`config.mk`:
```
export PLATFORM = sky130hd
export DESIGN_NAME = fan_speed_p_controller_core
export DESIGN_NICKNAME = d
export VERILOG_FILES = /design/src/rtl/fsp_pkg.sv /design/src/rtl/fsp_serdiv.sv /design/src/rtl/fan_speed_p_controller_core.sv
export SDC_FILE = /design/constraint.sdc
export NUM_CORES = 1
export LEC_CHECK = 0
export ABC_AREA = 1
export ABC_CLOCK_PERIOD_IN_PS = 13400
export BUFFER_PORTS_ARGS = -buffer_cell sky130_fd_sc_hd__buf_4
export CAP_MARGIN = 20
export CORE_UTILIZATION = 40
export CTS_CLUSTER_SIZE = 24
export DETAILED_ROUTE_END_ITERATION = 10
export PLACE_DENSITY = 0.55
export SLEW_MARGIN = 20
export SYNTH_ARGS = -nofsm -noshare
export SYNTH_HDL_FRONTEND = slang
export SYNTH_SLANG_ARGS = --single-unit
```
`constraint.sdc`:
```
create_clock -name aclk -period 13.4 [get_ports aclk]
set_clock_uncertainty 0.15 [all_clocks]
set_input_delay 3.35 -clock aclk [delete_from_list [all_inputs] [get_ports aclk]]
set_output_delay 3.35 -clock aclk [all_outputs]
set_load 0.01 [all_outputs]
```
`src/rtl/fsp_pkg.sv`:
```
// shared constants, register map and reset values for the fan speed controller
package fsp_pkg;

    // default timer periods
    localparam int unsigned CAPTURE_PERIOD_DEF = 3000;
    localparam int unsigned PWM_PERIOD_DEF     = 1000;

    // field widths
    localparam int unsigned KIND_W    = 2;
    localparam int unsigned CAP_W     = 12;
    localparam int unsigned PWM_W     = 10;
    localparam int unsigned TIME_W    = 32;
    localparam int unsigned SPEED_W   = 18;
    localparam int unsigned TARGET_W  = 14;
    localparam int unsigned DUTY_W    = 7;
    localparam int unsigned CMP_W     = 10;
    localparam int unsigned STEP_W    = 12;
    localparam int unsigned HOLD_W    = 16;
    localparam int unsigned GAIN_W    = 16;

    // apb
    localparam int unsigned ADDR_W    = 5;
    localparam int unsigned DATA_W    = 32;

    // item kinds
    localparam logic [KIND_W-1:0] KIND_CAPTURE = 2'd0;
    localparam logic [KIND_W-1:0] KIND_BUTTON  = 2'd1;
    localparam logic [KIND_W-1:0] KIND_TICK    = 2'd2;

    // register indexes
    localparam logic [2:0] REG_GATE_THRESHOLD = 3'd0;
    localparam logic [2:0] REG_SPEED_MAX      = 3'd1;
    localparam logic [2:0] REG_SPEED_STEP     = 3'd2;
    localparam logic [2:0] REG_HOLDOFF_MS     = 3'd3;
    localparam logic [2:0] REG_GAIN_DIVISOR   = 3'd4;
    localparam logic [2:0] REG_DUTY_MAX       = 3'd5;

    // register reset values
    localparam logic [PWM_W-1:0]    GATE_RST = 10'd75;
    localparam logic [TARGET_W-1:0] SMAX_RST = 14'd9000;
    localparam logic [STEP_W-1:0]   STEP_RST = 12'd250;
    localparam logic [HOLD_W-1:0]   HOLD_RST = 16'd150;
    localparam logic [GAIN_W-1:0]   GAIN_RST = 16'd200;
    localparam logic [DUTY_W-1:0]   DMAX_RST = 7'd100;

    localparam int unsigned SPEED_SAT   = 262143;
    localparam int unsigned CMP_SAT     = 1023;
    localparam int unsigned DUTY_LIMIT  = 100;
    localparam int unsigned PERCENT     = 100;
    localparam int unsigned SEC_PER_MIN = 60;

endpackage

```
`src/rtl/fsp_serdiv.sv`:
```
// restoring divider, one quotient bit per cycle
module fsp_serdiv
    import fsp_pkg::*;
#(
    parameter int unsigned NUM_W = 18,
    parameter int unsigned DEN_W = 16
) (
    input  logic             aclk,
    input  logic             aresetn,
    input  logic             start,
    input  logic [NUM_W-1:0] dividend,
    input  logic [DEN_W-1:0] divisor,
    output logic             done,
    output logic [NUM_W-1:0] quotient
);

    localparam int unsigned CNT_W = $clog2(NUM_W + 1);

    logic [NUM_W-1:0] num_reg, num_next;
    logic [DEN_W-1:0] rem_reg, rem_next;
    logic [DEN_W-1:0] den_reg, den_next;
    logic [CNT_W-1:0] cnt_reg, cnt_next;
    logic             busy_reg, busy_next;
    logic             done_reg, done_next;
    logic [DEN_W:0]   trial;
    logic [DEN_W:0]   trial_sub;
    logic             fits;

    // dividend shifts out on top, quotient bits shift in at the bottom
    always_comb begin
        trial     = {rem_reg, num_reg[NUM_W-1]};
        trial_sub = trial - {1'b0, den_reg};
        fits      = trial >= {1'b0, den_reg};
        num_next  = num_reg;
        rem_next  = rem_reg;
        den_next  = den_reg;
        cnt_next  = cnt_reg;
        busy_next = busy_reg;
        done_next = 1'b0;
        if (start) begin
            num_next  = dividend;
            rem_next  = '0;
            den_next  = divisor;
            cnt_next  = CNT_W'(NUM_W);
            busy_next = 1'b1;
        end else if (busy_reg) begin
            num_next = {num_reg[NUM_W-2:0], fits};
            rem_next = fits ? trial_sub[DEN_W-1:0] : trial[DEN_W-1:0];
            cnt_next = cnt_reg - CNT_W'(1);
            if (cnt_reg == CNT_W'(1)) begin
                busy_next = 1'b0;
                done_next = 1'b1;
            end
        end
    end

    always_ff @(posedge aclk) begin
        if (!aresetn) begin
            busy_reg <= 1'b0;
            done_reg <= 1'b0;
            cnt_reg  <= '0;
        end else begin
            busy_reg <= busy_next;
            done_reg <= done_next;
            cnt_reg  <= cnt_next;
        end
        num_reg <= num_next;
        rem_reg <= rem_next;
        den_reg <= den_next;
    end

    assign done     = done_reg;
    assign quotient = num_reg;

endmodule

```
`src/rtl/fan_speed_p_controller_core.sv`:
```
// Fan speed regulator: tachometer speed measurement, button target steps and a
// proportional duty loop, with an APB register port. Every accepted word returns one
// result word. A button press, a gated-off or first capture, or an unknown kind needs no
// division; a capture that measures speed and a control tick use the shared bit-serial
// divider, which is 18 bits wide at the default periods. The divider retires one quotient
// bit per cycle and serves the speed division, the gain division and the compare scaling
// in turn. A new word is accepted while the previous result still waits on the output
// register.
module fan_speed_p_controller_core
    import fsp_pkg::*;
#(
    parameter int unsigned CAPTURE_PERIOD = CAPTURE_PERIOD_DEF,
    parameter int unsigned PWM_PERIOD     = PWM_PERIOD_DEF
) (
    input  logic                aclk,
    input  logic                aresetn,
    // apb
    input  logic                psel,
    input  logic                penable,
    input  logic                pwrite,
    input  logic [ADDR_W-1:0]   paddr,
    input  logic [DATA_W-1:0]   pwdata,
    output logic [DATA_W-1:0]   prdata,
    output logic                pready,
    // input words
    input  logic                s_valid,
    output logic                s_ready,
    input  logic [KIND_W-1:0]   s_kind,
    input  logic [CAP_W-1:0]    s_capture_value,
    input  logic [PWM_W-1:0]    s_pwm_count,
    input  logic                s_button_down,
    input  logic [TIME_W-1:0]   s_now_ms,
    // result words
    output logic                m_valid,
    input  logic                m_ready,
    output logic [SPEED_W-1:0]  m_measured_speed,
    output logic [TARGET_W-1:0] m_target_speed,
    output logic [DUTY_W-1:0]   m_duty_percent,
    output logic [CMP_W-1:0]    m_pwm_compare,
    output logic                m_capture_used
);

    localparam int unsigned EL_W      = $clog2(CAPTURE_PERIOD + (1 << CAP_W));
    localparam int unsigned DEN_W     = (EL_W > GAIN_W) ? EL_W : GAIN_W;
    localparam int unsigned SPD_NUM   = CAPTURE_PERIOD * SEC_PER_MIN;
    localparam int unsigned SPD_NUM_W = $clog2(SPD_NUM + 1);
    localparam int unsigned PROD_W    = $clog2(PWM_PERIOD * DUTY_LIMIT + 1);
    localparam int unsigned NW0       = (SPD_NUM_W > SPEED_W) ? SPD_NUM_W : SPEED_W;
    localparam int unsigned NUM_W     = (NW0 > PROD_W) ? NW0 : PROD_W;
    localparam int unsigned CMP_HALF  = PWM_PERIOD / 2;
    localparam logic [CMP_W-1:0] CMP_RST =
        CMP_W'((CMP_HALF > CMP_SAT) ? CMP_SAT : CMP_HALF);

    localparam logic [2:0] ST_IDLE     = 3'd0;
    localparam logic [2:0] ST_CAP_DIV  = 3'd1;
    localparam logic [2:0] ST_TICK_DIV = 3'd2;
    localparam logic [2:0] ST_TICK_MUL = 3'd3;
    localparam logic [2:0] ST_CMP_DIV  = 3'd4;
    localparam logic [2:0] ST_DONE     = 3'd5;

    // configuration
    logic [PWM_W-1:0]    gate_threshold_reg;
    logic [TARGET_W-1:0] speed_max_reg;
    logic [STEP_W-1:0]   speed_step_reg;
    logic [HOLD_W-1:0]   holdoff_ms_reg;
    logic [GAIN_W-1:0]   gain_divisor_reg;
    logic [DUTY_W-1:0]   duty_max_reg;
    logic                cfg_write;
    logic [2:0]          cfg_index;

    // controller state
    logic [2:0]          state_reg, state_next;
    logic [CAP_W-1:0]    last_capture_reg, last_capture_next;
    logic                capture_valid_reg, capture_valid_next;
    logic [SPEED_W-1:0]  speed_reg, speed_next;
    logic [TARGET_W-1:0] target_reg, target_next;
    logic [TIME_W-1:0]   last_press_reg, last_press_next;
    logic [DUTY_W-1:0]   duty_reg, duty_next;
    logic [CMP_W-1:0]    compare_reg, compare_next;
    logic                used_reg, used_next;
    logic                err_neg_reg, err_neg_next;

    // output register
    logic                m_valid_reg, m_valid_next;
    logic [SPEED_W-1:0]  out_speed_reg;
    logic [TARGET_W-1:0] out_target_reg;
    logic [DUTY_W-1:0]   out_duty_reg;
    logic [CMP_W-1:0]    out_compare_reg;
    logic                out_used_reg;
    logic                out_load;

    // divider
    logic                div_start;
    logic [NUM_W-1:0]    div_num;
    logic [DEN_W-1:0]    div_den;
    logic                div_done;
    logic [NUM_W-1:0]    div_q;

    // datapath
    logic                accept;
    logic                gate_ok;
    logic signed [EL_W:0] elapsed;
    logic                elapsed_pos;
    logic [TIME_W-1:0]   since_press;
    logic [TARGET_W:0]   target_up;
    logic signed [SPEED_W:0] err;
    logic [SPEED_W-1:0]  err_mag;
    logic [GAIN_W-1:0]   gain_eff;
    logic [DUTY_W-1:0]   duty_lim;
    logic [NUM_W:0]      duty_cand;
    logic [NUM_W-1:0]    product;

    assign cfg_write = psel && penable && pwrite;
    assign cfg_index = paddr[4:2];
    assign pready    = 1'b1;

    always_ff @(posedge aclk) begin
        if (!aresetn) begin
            gate_threshold_reg <= GATE_RST;
            speed_max_reg      <= SMAX_RST;
            speed_step_reg     <= STEP_RST;
            holdoff_ms_reg     <= HOLD_RST;
            gain_divisor_reg   <= GAIN_RST;
            duty_max_reg       <= DMAX_RST;
        end else if (cfg_write) begin
            case (cfg_index)
                REG_GATE_THRESHOLD: gate_threshold_reg <= pwdata[PWM_W-1:0];
                REG_SPEED_MAX:      speed_max_reg      <= pwdata[TARGET_W-1:0];
                REG_SPEED_STEP:     speed_step_reg     <= pwdata[STEP_W-1:0];
                REG_HOLDOFF_MS:     holdoff_ms_reg     <= pwdata[HOLD_W-1:0];
                REG_GAIN_DIVISOR:   gain_divisor_reg   <= pwdata[GAIN_W-1:0];
                REG_DUTY_MAX:       duty_max_reg       <= pwdata[DUTY_W-1:0];
                default: ;
            endcase
        end
    end

    always_comb begin
        case (cfg_index)
            REG_GATE_THRESHOLD: prdata = DATA_W'(gate_threshold_reg);
            REG_SPEED_MAX:      prdata = DATA_W'(speed_max_reg);
            REG_SPEED_STEP:     prdata = DATA_W'(speed_step_reg);
            REG_HOLDOFF_MS:     prdata = DATA_W'(holdoff_ms_reg);
            REG_GAIN_DIVISOR:   prdata = DATA_W'(gain_divisor_reg);
            REG_DUTY_MAX:       prdata = DATA_W'(duty_max_reg);
            default:            prdata = '0;
        endcase
    end

    fsp_serdiv #(
        .NUM_W(NUM_W),
        .DEN_W(DEN_W)
    ) u_div (
        .aclk     (aclk),
        .aresetn  (aresetn),
        .start    (div_start),
        .dividend (div_num),
        .divisor  (div_den),
        .done     (div_done),
        .quotient (div_q)
    );

    assign s_ready  = (state_reg == ST_IDLE);
    assign accept   = s_valid && s_ready;
    assign out_load = (state_reg == ST_DONE) && (!m_valid_reg || m_ready);

    always_comb begin
        gate_ok = (s_pwm_count > gate_threshold_reg) && (s_pwm_count < compare_reg);
        if (s_capture_value > last_capture_reg) begin
            elapsed = $signed({1'b0, EL_W'(s_capture_value)})
                    - $signed({1'b0, EL_W'(last_capture_reg)});
        end else begin
            elapsed = $signed({1'b0, EL_W'(CAPTURE_PERIOD)})
                    - $signed({1'b0, EL_W'(last_capture_reg)})
                    + $signed({1'b0, EL_W'(s_capture_value)});
        end
        elapsed_pos = !elapsed[EL_W] && (elapsed != '0);
        since_press = s_now_ms - last_press_reg;
        target_up   = {1'b0, target_reg} + (TARGET_W+1)'(speed_step_reg);
        err         = $signed({(SPEED_W+1-TARGET_W)'(0), target_reg})
                    - $signed({1'b0, speed_reg});
        err_mag     = err[SPEED_W] ? SPEED_W'(-err) : err[SPEED_W-1:0];
        gain_eff    = (gain_divisor_reg == '0) ? GAIN_W'(1) : gain_divisor_reg;
        duty_lim    = (duty_max_reg > DUTY_W'(DUTY_LIMIT)) ? DUTY_W'(DUTY_LIMIT)
                                                           : duty_max_reg;
        // negative steps stop at zero, then both directions clamp to the limit
        if (err_neg_reg) begin
            duty_cand = (div_q >= NUM_W'(duty_reg)) ? '0
                      : (NUM_W+1)'(duty_reg - div_q[DUTY_W-1:0]);
        end else begin
            duty_cand = (NUM_W+1)'(duty_reg) + (NUM_W+1)'(div_q);
        end
        product = NUM_W'(PROD_W'(PWM_PERIOD) * PROD_W'(duty_reg));
    end

    always_comb begin
        state_next         = state_reg;
        last_capture_next  = last_capture_reg;
        capture_valid_next = capture_valid_reg;
        speed_next         = speed_reg;
        target_next        = target_reg;
        last_press_next    = last_press_reg;
        duty_next          = duty_reg;
        compare_next       = compare_reg;
        used_next          = used_reg;
        err_neg_next       = err_neg_reg;
        div_start          = 1'b0;
        div_num            = NUM_W'(err_mag);
        div_den            = DEN_W'(gain_eff);
        case (state_reg)
            ST_IDLE: begin
                if (accept) begin
                    used_next  = 1'b0;
                    state_next = ST_DONE;
                    case (s_kind)
                        KIND_CAPTURE: begin
                            if (gate_ok) begin
                                last_capture_next = s_capture_value;
                                if (!capture_valid_reg) begin
                                    capture_valid_next = 1'b1;
                                end else if (elapsed_pos) begin
                                    div_start  = 1'b1;
                                    div_num    = NUM_W'(SPD_NUM);
                                    div_den    = DEN_W'(elapsed[EL_W-1:0]);
                                    state_next = ST_CAP_DIV;
                                end
                            end else begin
                                capture_valid_next = 1'b0;
                            end
                        end
                        KIND_BUTTON: begin
                            if (since_press > TIME_W'(holdoff_ms_reg)) begin
                                last_press_next = s_now_ms;
                                if (!s_button_down) begin
                                    if (target_up <= {1'b0, speed_max_reg}) begin
                                        target_next = target_up[TARGET_W-1:0];
                                    end
                                end else if (target_reg >= TARGET_W'(speed_step_reg)) begin
                                    target_next = target_reg - TARGET_W'(speed_step_reg);
                                end
                            end
                        end
                        KIND_TICK: begin
                            err_neg_next = err[SPEED_W];
                            div_start    = 1'b1;
                            state_next   = ST_TICK_DIV;
                        end
                        default: ;
                    endcase
                end
            end
            ST_CAP_DIV: begin
                if (div_done) begin
                    speed_next = (div_q > NUM_W'(SPEED_SAT)) ? SPEED_W'(SPEED_SAT)
                                                             : div_q[SPEED_W-1:0];
                    used_next  = 1'b1;
                    state_next = ST_DONE;
                end
            end
            ST_TICK_DIV: begin
                if (div_done) begin
                    duty_next  = (duty_cand > (NUM_W+1)'(duty_lim)) ? duty_lim
                                                                     : duty_cand[DUTY_W-1:0];
                    state_next = ST_TICK_MUL;
                end
            end
            ST_TICK_MUL: begin
                div_start  = 1'b1;
                div_num    = product;
                div_den    = DEN_W'(PERCENT);
                state_next = ST_CMP_DIV;
            end
            ST_CMP_DIV: begin
                if (div_done) begin
                    compare_next = (div_q > NUM_W'(CMP_SAT)) ? CMP_W'(CMP_SAT)
                                                             : div_q[CMP_W-1:0];
                    state_next   = ST_DONE;
                end
            end
            ST_DONE: begin
                if (out_load) begin
                    state_next = ST_IDLE;
                end
            end
            default: state_next = ST_IDLE;
        endcase

        m_valid_next = m_valid_reg;
        if (m_valid_reg && m_ready) begin
            m_valid_next = 1'b0;
        end
        if (out_load) begin
            m_valid_next = 1'b1;
        end
    end

    always_ff @(posedge aclk) begin
        if (!aresetn) begin
            state_reg         <= ST_IDLE;
            last_capture_reg  <= '0;
            capture_valid_reg <= 1'b1;
            speed_reg         <= '0;
            target_reg        <= '0;
            last_press_reg    <= '0;
            duty_reg          <= '0;
            compare_reg       <= CMP_RST;
            used_reg          <= 1'b0;
            m_valid_reg       <= 1'b0;
        end else begin
            state_reg         <= state_next;
            last_capture_reg  <= last_capture_next;
            capture_valid_reg <= capture_valid_next;
            speed_reg         <= speed_next;
            target_reg        <= target_next;
            last_press_reg    <= last_press_next;
            duty_reg          <= duty_next;
            compare_reg       <= compare_next;
            used_reg          <= used_next;
            m_valid_reg       <= m_valid_next;
        end
        err_neg_reg <= err_neg_next;
        if (out_load) begin
            out_speed_reg   <= speed_reg;
            out_target_reg  <= target_reg;
            out_duty_reg    <= duty_reg;
            out_compare_reg <= compare_reg;
            out_used_reg    <= used_reg;
        end
    end

    assign m_valid          = m_valid_reg;
    assign m_measured_speed = out_speed_reg;
    assign m_target_speed   = out_target_reg;
    assign m_duty_percent   = out_duty_reg;
    assign m_pwm_compare    = out_compare_reg;
    assign m_capture_used   = out_used_reg;

endmodule

```
* Word-level counts from Yosys, hierarchy flattened
Index checks and enable logic that the tools add are counted.
Cells by class: $add $sub $neg 12, $mul 1, magnitude comparators 12, equality and inequality tests 19, multiplexer cells 55, bitwise gates (word level) 2, reductions and logical operators 38
Operators with widths (count):
- 18-bit two-way mux | 9
- 16-bit two-way mux | 7
- 16-bit one-hot mux with 6 select lines | 1
- 14-bit two-way mux | 4
- 19-bit two-way mux | 2
- 18-bit one-hot mux with 2 select lines | 1
- 32-bit by 16-bit greater-than comparator with 1-bit output | 1
- 16-bit one-hot mux with 2 select lines | 1
- 32-bit subtractor | 1
- 3-bit two-way mux | 7
- 7-bit by 18-bit adder with 19-bit output | 1
- 19-bit by 7-bit greater-than comparator with 1-bit output | 1
- 14-bit by 18-bit subtractor with 19-bit output | 1
- 18-bit by 7-bit >= comparator with 1-bit output | 1
- 18-bit by 10-bit greater-than comparator with 1-bit output, second input constant | 1
- 18-bit greater-than comparator, second input constant | 1
- 18-bit negator | 1
- 2-bit AND reduction | 9
- 17-bit by 16-bit >= comparator with 1-bit output | 1
- 16-bit zero test | 1
- 16-bit subtractor | 1
- 14-bit by 12-bit adder with 15-bit output | 1
- 15-bit by 14-bit <= comparator with 1-bit output | 1
- 3-bit one-hot mux with 5 select lines | 1
- other kinds (39) | 83
Storage, ports and cells: register bits after elaboration 282, bits of input ports 101, output and inout bits 85, word-level logic and storage cells 168

* Depth between registers and ports, before layout
Gate-level depths: netlist of the first run.
depth after elaboration 12, gate-level depth with buffers 31, depth with buffers taken out 29

* Hierarchy
A second synthesis of the first run with hierarchy kept.
Second synthesis, totals: cell total of the unflattened synthesis 3491, area total of the unflattened synthesis 23465.0 um^2
Modules (own cells, without submodules):
- fan_speed_p_controller_core | times used 1, cells an instance 3039, area an instance 19980.4 um^2, seq. area each 5014.8 um^2
- fsp_serdiv | times used 1, cells an instance 452, area an instance 3484.6 um^2, seq. area each 1481.4 um^2

* Least setup slack after synthesis of the first run
No wires, ideal clock.
path kind input port to output port, from in paddr[3], to out prdata[2], data arrival time 4.469 ns, required time 9.900 ns, path slack 5.431 ns, stages 7, path buffers 1, path through inv_1 nor3_1 inv_1 clkbuf_1 o22ai_1 a221oi_1 o211ai_1
Between the ends: longest elaborated chain between the ends 2, elaborated cells on any way between the ends 7, those cells by class eq/ne: 5; mux: 1; reduce/logical: 1
Ends and longest elaborated chain:
- from (decl) | RTL line fan_speed_p_controller_core.sv:21 | input logic [ADDR_W-1:0] paddr,
- 3-bit equality test, or another cell as far along | RTL line fan_speed_p_controller_core.sv:139 | case (cfg_index)
- 16-bit one-hot mux with 6 select lines (*) | RTL line fan_speed_p_controller_core.sv:139
- to (decl) | RTL line fan_speed_p_controller_core.sv:23 | output logic [DATA_W-1:0] prdata,
Mark *: on every way between the ends. The rest lies on a longest branch, timed or not.

* Worst setup path in the final report of the first run
Ends and elaborated chain as after synthesis.

==> results of run 1 <==
[path summary, 6_finish.rpt]
path                     start              endpoint  slack [ns]  depth (start not counted)
max                   paddr[3]             prdata[2]        4.38                          8
min reg2reg      speed_reg[10]  m_measured_speed[10]        0.31                          0
max reg2reg  last_press_reg[6]    last_press_reg[18]        7.70                         23
min              speed_reg[10]  m_measured_speed[10]        0.31                          0
[through the flow]
step	instance area (sq um)	power (mW)	worst slack, ns	std cells
after floorplan	22300	1.97	5.43	3186
after global placement	23900	2.33	4.49	3999
after detailed placement	23900	2.34	4.40	3999
after CTS	25200	3.44	4.39	4064
after global routing	25200	3.65	4.18	4064
final	25200	3.41	4.38	4064
[placed cells by master (no fill, tap or decap), types with 40 or more instances in the layout]
| master | synthesis | layout |
|---|---|---|
| buf_4 | 17 | 159 |
| nand3_1 | 174 | 174 |
| o21ai_0 | 244 | 244 |
| clkbuf_16 | 0 | 40 |
| dfxtp_1 | 197 | 197 |
| nand2_1 | 662 | 662 |
| ha_1 | 224 | 224 |
| xor2_1 | 69 | 69 |
| edfxtp_1 | 85 | 85 |
| inv_1 | 484 | 484 |
| a21oi_1 | 282 | 282 |
| nor2_1 | 294 | 292 |
| nand4_1 | 53 | 53 |
[cells by family after synthesis]
group,count (synthesis)
buffers and inverters,584
adder cells (fa/ha/maj),248
AO/OA/AOI/OAI,666
other,2
AND/OR/NAND/NOR,1293
XOR/XNOR,96
flip-flops,282
[critical path: cells and delay by family]
family / cells / cell delay [ns]
buf+inv: 4 / 0.79
simple gates: 1 / 0.70
compound gates: 3 / 0.68
[layout make-up]
type	instances	area, sq um	share of cell area [%]
timing repair buffer	159	1190	4.73
multi-input combinational	2320	13500	53.4
tap	748	936	3.71
clock buffer	49	1070	4.26
sequential	282	6500	25.8
clock inverter	16	225	0.893
inverter	490	1840	7.29
[layer usage]
| metal | track usage, % | wire [um] | vias up |
|---|---|---|---|
| li1 | - | - | 10709 |
| met1 | 32.3 | 32000 | 9775 |
| met2 | 43.7 | 33700 | 491 |
| met3 | 3.34 | 3480 | 96 |
| met4 | 7.08 | 1670 | 4 |
| met5 | 0 | 29 | - |
[power groups by stage]
stage / clock network (mW) / registers, mW / logic (mW)
2_1_floorplan: 0 / 1.04 / 0.932
3_3_place_gp: 0 / 1.06 / 1.26
3_5_place_dp: 0 / 1.06 / 1.28
4_1_cts: 1.10 / 1.05 / 1.29
5_1_grt: 1.13 / 1.06 / 1.46
6_report: 1.07 / 1.05 / 1.28
==> qor.csv, run 1 <==
stage,metric,value,unit
floorplan,Core Region,55000,sq um
layout,max reg flops,32,
power_and_ir_drop,switching share of power,39.0,%
yosys,share of the synthesized area in the top cell type,17.8,%
drt,DR iter-0 viols,1246,
drt,Routed WL,70.9,mm
worst_setup_path,Startpoint Class,input pin,
yosys,post-synthesis mux area share,0,%
timing,Fin Setup TNS,0,ns
cts,clock sinks,282,
place,DPL Wire Length,56.3,mm
floorplan,Die Y,238,um
power_and_ir_drop,Clk pwr share,31.5,%
power_and_ir_drop,internal power,2.08,mW
grt,grt ovf,0,
yosys,Avg Inst Size Synth,7.00,sq um
drt,Routed wire per std cell,17.5,um
place,PortBufs,150,
worst_setup_path,WP data arrival,5.52,ns
cts,Root Buffer Master,clkbuf_16,
worst_setup_path,CP endpoint kind,primary output,
timing,endpoints failing hold,0,
yosys,number of flops mapped to enable cells by yosys,85,
yosys,Main synth FF type,dfxtp_1,
timing,Final setup viols,0,
drt,via count,21075,
layout,antenna cells,0,
grt,Tot GR Track Use,25.1,%
timing,Worst Tran Pin Value,1.09,ns
cts,Max Buffers Root-to-Sink,3,
cts,cts hold-fix bufs,0,
cts,Worst-Skew Late Latency,0.56,ns
place,gp weighted congestion,0.921,
drt,post-route ant nets,0,
layout,Total Nets Final,3639,
drt,first drt pass iteration count,6,
grt,vias in the first global route,20332,
yosys,compound-gate portion of the synthesized area,16.7,%
yosys,asr flop ratio synth,0,%
worst_setup_path,Worst Path Required,9.90,ns
yosys,largest family of logic cells by synthesized area,simple AND/OR/NAND/NOR gates,
layout,Final Util,45.9,%
power_and_ir_drop,power density cells,135,nW/um^2
yosys,Synth Area in XOR/XNOR,3.79,%
yosys,adder-cell area share of the yosys netlist,14.8,%
timing,period utilization,67.3,%
layout,area grow syn2layout,13.5,%
yosys,Post-Synth Simple-Gate Area,25.0,%
yosys,sequential area share after synthesis,29.2,%
cts,CTS H-tree depth,2,
power_and_ir_drop,LEAKAGE,11.8,nW
drt,Remaining DRCs,0,
yosys,Area contributors post-synth,"dfxtp_1, ha_1, edfxtp_1",
power_and_ir_drop,Reg power frac,30.8,%
worst_setup_path,critical path's slowest cell,nor3_1,
run,Max Cap Viol,0,
yosys,"flops & latches, synth",282,
cts,cts bufs inserted,37,
worst_setup_path,Setup CP Type,input pin to primary output,
yosys,Syn. warnings,0,
timing,hold_ws,0.308,ns
timing,slew margin rel.,27.1,%
grt,largest net degree at the start of global routing,91,
yosys,mapped cell area,22200,sq um
yosys,Cells after Synth,3171,
timing,Max Clk Rate,111,MHz
cts,post-cts resize count,0,
power_and_ir_drop,Logic pwr share,37.7,%
worst_setup_path,crit path cell chain,"buf_4, inv_1, nor3_1, inv_1, o22ai_1, a221oi_1, o211ai_1, buf_4",
layout,fill count,5645,
timing,Final Slew Violations,0,
cts,"Reg clk slew, reported paths",0.06,ns
worst_setup_path,Crit path largest cell delay,0.70,ns
worst_setup_path,worst-path fanout max,11,
drt,Via-to-Cell Ratio,5.19,
floorplan,Initial Utilization,40.4,%
timing,RSZ-0062 raised after global routing,false,
timing,crit path time final,9.02,ns
yosys,Synth top cells by count,"nand2_1, inv_1, nor2_1, a21oi_1, o21ai_0",
yosys,leading area contributor after synthesis,dfxtp_1,
floorplan,FP Rows,86,
cts,setup bufs post-CTS,0,
yosys,most numerous cell in the Yosys netlist,nand2_1,
power_and_ir_drop,Sw Pwr,1.33,mW
grt,first-pass GRT wire length,111,mm
run_status,status,finished clean,
grt,initial antenna violation count,3,
layout,share of layout cells above drive strength 1,8.05,%
yosys,synth unique cells,59,
floorplan,Die Wd,238,um
power_and_ir_drop,VDD IR max,0.105,mV
floorplan,io pins,186,
floorplan,Die Area,56500,sq um
cts,CTS tree,built,
worst_hold_path,Hold Crit Class,flop to flop,
No activity file was read; power rests on OpenSTA's default activity.
==> run 2, diff against run 1 <==
- ABC_CLOCK_PERIOD_IN_PS: 13400 -> 8770
- clock period: 13.4 -> 8.77 ns (I/O delays scaled with it)
==> qor.csv, run 2 (synthesis results as in run 1) <==
stage,metric,value,unit,change
power_and_ir_drop,Reg power frac,31.1,%,+0.3 points
grt,vias in the first global route,20053,,-1.4%
worst_hold_path,Hold Crit Class,flop to flop,,
place,gp weighted congestion,0.932,,+1.2%
worst_setup_path,Setup CP Type,input pin to primary output,,
worst_setup_path,Worst Path Required,6.43,ns,-3.47 ns
timing,Fin Setup TNS,0,ns,unchanged
grt,first-pass GRT wire length,109,mm,-1.8%
worst_setup_path,worst-path fanout max,11,,unchanged
timing,endpoints failing hold,0,,unchanged
power_and_ir_drop,VDD IR max,0.155,mV,+48%
timing,crit path time final,6.75,ns,
worst_setup_path,WP data arrival,4.41,ns,-1.11 ns
timing,Worst Tran Pin Value,0.969,ns,-0.121 ns
power_and_ir_drop,power density cells,204,nW/um^2,+51%
cts,CTS tree,built,,
timing,period utilization,77.0,%,
timing,Final Worst Setup Slack,2.02,ns,-2.37 ns
place,placed cell areas,23900,sq um,about the same
cts,cts hold-fix bufs,0,,unchanged
layout,area grow syn2layout,13.4,%,about the same
timing,Final Slew Violations,0,,unchanged
worst_setup_path,Startpoint Class,input pin,,
cts,setup bufs post-CTS,0,,unchanged
floorplan,Die Area,56500,sq um,unchanged
cts,Root Buffer Master,clkbuf_16,,
place,dpl ws,1.84,ns,-2.57 ns
drt,Routed WL,70.1,mm,-1.2%
grt,grt ovf,0,,unchanged
layout,fill count,5752,,+1.9%
power_and_ir_drop,Logic pwr share,38.0,%,+0.3 points
power_and_ir_drop,switching share of power,39.2,%,+0.15 points
cts,Worst-Skew Late Latency,0.56,ns,about the same
layout,antenna cells,0,,unchanged
drt,Remaining DRCs,0,,unchanged
layout,Layout Cells excl Fill,4066,,+0.049%
layout,max reg flops,32,,unchanged
layout,Multi-input gate area,13500,sq um,unchanged
timing,RSZ-0062 raised after global routing,false,,
grt,Tot GR Track Use,24.7,%,-0.40 points
drt,Via-to-Cell Ratio,5.19,,+0.13%
timing,Max Clk Rate,148,MHz,
layout,Reg area,6500,sq um,unchanged
run,Max Cap Viol,0,,unchanged
place,DPL Wire Length,55.9,mm,-0.78%
cts,post-cts resize count,0,,unchanged
cts,Max Buffers Root-to-Sink,3,,unchanged
drt,post-route ant nets,0,,unchanged
power_and_ir_drop,Sw Pwr,2.02,mW,+52%
power_and_ir_drop,LEAKAGE,11.8,nW,about the same
floorplan,FP Rows,86,,unchanged
place,PortBufs,150,,unchanged
power_and_ir_drop,Clk pwr share,31.0,%,-0.5 points
drt,DR iter-0 viols,1314,,+5.5%
worst_hold_path,hold path depth,0,,unchanged
worst_setup_path,FF-to-FF path depth,20,,-13%
timing,slew margin rel.,35.3,%,+8.2 points
floorplan,Die Wd,238,um,unchanged
layout,"most common cell after layout, fill and taps aside",nand2_1,,
grt,largest net degree at the start of global routing,92,,+1.1%
floorplan,Die Y,238,um,unchanged
cts,"Reg clk slew, reported paths",0.06,ns,about the same
layout,share of layout cells above drive strength 1,8.17,%,+0.12 points
power_and_ir_drop,internal power,3.13,mW,+51%
place,placed cell count,4000,,+0.025%
layout,most frequent cells in the layout,"nand2_1, inv_1, nor2_1",,
drt,via count,21112,,+0.18%
cts,cts bufs inserted,36,,-2.7%
drt,Routed wire per std cell,17.2,um,-1.2%
timing,Final setup viols,0,,unchanged
cts,clock sinks,282,,unchanged
floorplan,Core Region,55000,sq um,unchanged
floorplan,Initial Utilization,40.4,%,unchanged
run_status,status,finished clean,,
layout,final instance area,25200,sq um,about the same
worst_setup_path,CP endpoint kind,primary output,,
drt,first drt pass iteration count,5,,-1
cts,CTS H-tree depth,2,,unchanged
grt,initial antenna violation count,2,,-1
floorplan,io pins,186,,unchanged
layout,Total Nets Final,3639,,unchanged
## run 2: cell count changes in the layout (fill, tap and decap cells not counted), sizes merged
cell / change
bufinv: -2
inv: +2
buf: +1
clkbuf: +3
clkinv: -2
## run 2: critical path, cell delays in order
cell and delay [ns]:
buf_4 0.10, inv_1 0.05, nor3_1 0.71, inv_1 0.41, o22ai_1 0.36, a221oi_1 0.10, o211ai_1 0.27, buf_4 0.21
## run 2: final timing paths
| path | to | slack [ns] | start |
|---|---|---|---|
| max | prdata[2] | 2.02 | paddr[3] |
| min | m_measured_speed[10] | 0.31 | speed_reg[10] |
| max reg2reg | u_div.quotient[13] | 3.45 | duty_reg[1] |
| min reg2reg | m_measured_speed[10] | 0.31 | speed_reg[10] |
## run 2: power by group through the flow
| stage | combinational, mW | clock, mW | sequential (mW) |
|---|---|---|---|
| final | 1.95 | 1.59 | 1.60 |
| after CTS | 1.96 | 1.64 | 1.60 |
| after global routing | 2.22 | 1.69 | 1.62 |
| after detailed placement | 1.95 | 0 | 1.63 |
| after global placement | 1.92 | 0 | 1.63 |
| after floorplan | 1.42 | 0 | 1.59 |
## run 2: area by class of cell
class                   instances  share of cell area (%)
multi-input cells            2320                    53.4
clock buffers                  52                    4.38
repair buffers                160                    4.77
clock inverters                14                   0.646
flip-flops and latches        282                    25.8
well taps                     748                    3.71
inverters                     490                    7.30
## run 2: through the flow
| stage | power (mW) | hold slack [ns] | utilization (%) |
|---|---|---|---|
| final | 5.15 | 0.311 | 45.8 |
| after global routing | 5.52 | 0.324 | 45.8 |
| after CTS | 5.19 | 0.315 | 45.8 |
| after detailed placement | 3.57 | 0.298 | 43.5 |
| after global placement | 3.55 | 0.293 | 43.5 |
| after floorplan | 3.01 | 0.258 | - |
## run 2: layer usage
metal / vias to the layer above / global-route usage [%] / routed length [um]
met1: 9765 / 31.4 / 31200
li1: 10706 / - / -
met3: 118 / 4.35 / 3760
met4: 2 / 8.00 / 2150
met5: - / 0 / 17
met2: 521 / 42.3 / 33000
==> run 3, diff against run 2 <==
- ABC_CLOCK_PERIOD_IN_PS: 8770 -> 6900
- clock period: 8.77 -> 6.9 ns (I/O delays scaled with it)
==> qor.csv, run 3 (synthesis results as in run 1) <==
stage,metric,value,unit,change
worst_setup_path,worst setup path endpoint,last_press_reg[13],,
floorplan,io pins,186,,unchanged
timing,Final setup viols,0,,unchanged
cts,Root Buffer Master,clkbuf_16,,
timing,Worst Tran Pin Value,1.04,ns,+0.0740 ns
drt,Routed wire per std cell,17.4,um,+0.94%
cts,cts hold-fix bufs,0,,unchanged
place,gp weighted congestion,0.930,,-0.21%
timing,Max Clk Rate,174,MHz,
timing,Fin Setup TNS,0,ns,unchanged
drt,Via-to-Cell Ratio,5.19,,-0.12%
worst_setup_path,CP endpoint kind,flop,,
timing,endpoints failing hold,0,,unchanged
worst_setup_path,RR Endpoint,u_div.quotient[13],,
layout,Total Nets Final,3643,,+0.11%
floorplan,Core Region,55000,sq um,unchanged
power_and_ir_drop,VDD IR max,0.198,mV,+28%
worst_setup_path,worst-path fanout max,32,,+21
layout,"most common cell after layout, fill and taps aside",nand2_1,,
layout,antenna cells,0,,unchanged
floorplan,Die Y,238,um,unchanged
timing,Final Slew Violations,0,,unchanged
place,placed cell count,4005,,+0.13%
worst_setup_path,r2r setup slk,1.68,ns,-1.77 ns
worst_setup_path,WP data arrival,6.04,ns,+1.63 ns
floorplan,Die Area,56500,sq um,unchanged
timing,slew margin rel.,30.4,%,-4.9 points
worst_setup_path,crit path from,s_now_ms[6],,
grt,first-pass GRT wire length,110,mm,+0.52%
layout,area grow syn2layout,13.0,%,
worst_setup_path,FF-to-FF path depth,20,,unchanged
place,DPL Wire Length,56.2,mm,+0.61%
drt,post-route ant nets,0,,unchanged
power_and_ir_drop,LEAKAGE,11.7,nW,-0.41%
layout,max reg flops,32,,unchanged
cts,"Reg clk slew, reported paths",0.06,ns,about the same
cts,cts bufs inserted,35,,-2.8%
worst_setup_path,Setup CP Type,input pin to flop,,
layout,Layout Cells excl Fill,4067,,+0.025%
floorplan,Die Wd,238,um,unchanged
cts,Max Buffers Root-to-Sink,3,,unchanged
cts,setup bufs post-CTS,0,,unchanged
layout,fill count,5647,,-1.8%
grt,vias in the first global route,19988,,-0.32%
worst_setup_path,Worst Path Required,7.18,ns,+0.75 ns
worst_setup_path,Startpoint Class,input pin,,
grt,Tot GR Track Use,24.9,%,+0.19 points
drt,first drt pass iteration count,7,,+2
drt,Remaining DRCs,0,,unchanged
floorplan,Initial Utilization,40.4,%,unchanged
cts,CTS H-tree depth,2,,unchanged
grt,grt ovf,0,,unchanged
cts,post-cts resize count,0,,unchanged
layout,share of layout cells above drive strength 1,8.04,%,-0.12 points
timing,RSZ-0062 raised after global routing,false,,
cts,CTS tree,built,,
run_status,status,finished clean,,
cts,Worst-Skew Late Latency,0.56,ns,about the same
timing,crit path time final,5.76,ns,
timing,period utilization,83.4,%,
grt,largest net degree at the start of global routing,102,,+11%
power_and_ir_drop,power density cells,254,nW/um^2,+24%
run,Max Cap Viol,0,,unchanged
floorplan,FP Rows,86,,unchanged
layout,most frequent cells in the layout,"nand2_1, inv_1, nor2_1",,
drt,via count,21091,,-0.099%
worst_setup_path,Reg2Reg Launch Point,duty_reg[3],,
place,PortBufs,150,,unchanged
drt,Routed WL,70.8,mm,+0.97%
grt,initial antenna violation count,2,,unchanged
cts,clock sinks,282,,unchanged
worst_hold_path,Hold Crit Class,flop to flop,,
drt,DR iter-0 viols,1430,,+8.8%
==> run 3: layer usage <==
| layer | GRT usage, % | vias to the layer above | share of wire (%) |
|---|---|---|---|
| met2 | 42.1 | 515 | 46 |
| li1 | - | 10710 | - |
| met1 | 31.7 | 9744 | 45 |
| met3 | 4.82 | 122 | 5.8 |
| met5 | 0 | - | 0 |
| met4 | 8.15 | 0 | 3.3 |
==> run 3: area by class of cell <==
type / instances / area (sq um) / share of cell area, %
inverter: 490 / 1840 / 7.33
clock buffer: 50 / 1030 / 4.09
multi-input combinational: 2320 / 13500 / 53.6
clock inverter: 12 / 106 / 0.424
tap: 748 / 936 / 3.73
timing repair buffer: 165 / 1240 / 4.94
sequential: 282 / 6500 / 25.9
==> run 3: worst max-delay path, cell delays in order <==
cell      delay [ns]
buf_4           0.12
ha_1            0.35
a21oi_1         0.27
o21ai_0         0.13
nand2_1         0.08
nand3_1         0.23
a21o_1          0.29
xor2_1          0.19
ha_1            0.31
nand2_1         0.09
nor3_1          0.27
nand2_1         0.10
nor2_1          0.09
o21bai_1        0.14
nand3_1         0.11
nor2_1          0.10
nand4_1         0.09
nor2_1          0.09
nand2_1         0.10
nand2_1         0.47
inv_2           0.41
nor2_1          0.18
nor2_1          0.06
==> run 3: per-stage QoR <==
| stage | area (sq um) | hold slack [ns] | util [%] | worst slack, ns | total power, mW |
|---|---|---|---|---|---|
| final | 25100 | 0.314 | 45.6 | 1.14 | 6.38 |
| after global routing | 25100 | 0.329 | 45.6 | 0.669 | 6.82 |
| after CTS | 25100 | 0.310 | 45.6 | 1.15 | 6.43 |
| after detailed placement | 24000 | 0.296 | 43.6 | 0.577 | 4.54 |
| after global placement | 24000 | 0.298 | 43.6 | 0.567 | 4.51 |
| after floorplan | 22300 | 0.258 | - | 1.87 | 3.83 |
==> run 3: worst min path at each step <==
stage / startpoint / to / cells after the start
after floorplan: compare_reg[8] / m_pwm_compare[8] / 0
after global placement: speed_reg[11] / m_measured_speed[11] / 0
after detailed placement: compare_reg[2] / m_pwm_compare[2] / 0
after CTS: compare_reg[2] / m_pwm_compare[2] / 0
after global routing: speed_reg[9] / m_measured_speed[9] / 0
final: compare_reg[2] / m_pwm_compare[2] / 0
==> run 3: power breakdown <==
| group | total (mW) | internal [mW] | switching [mW] |
|---|---|---|---|
| combinational | 2.49 | 0.853 | 1.64 |
| sequential | 2.03 | 1.90 | 0.137 |
| clock | 1.86 | 1.08 | 0.780 |
| total | 6.38 | 3.83 | 2.56 |
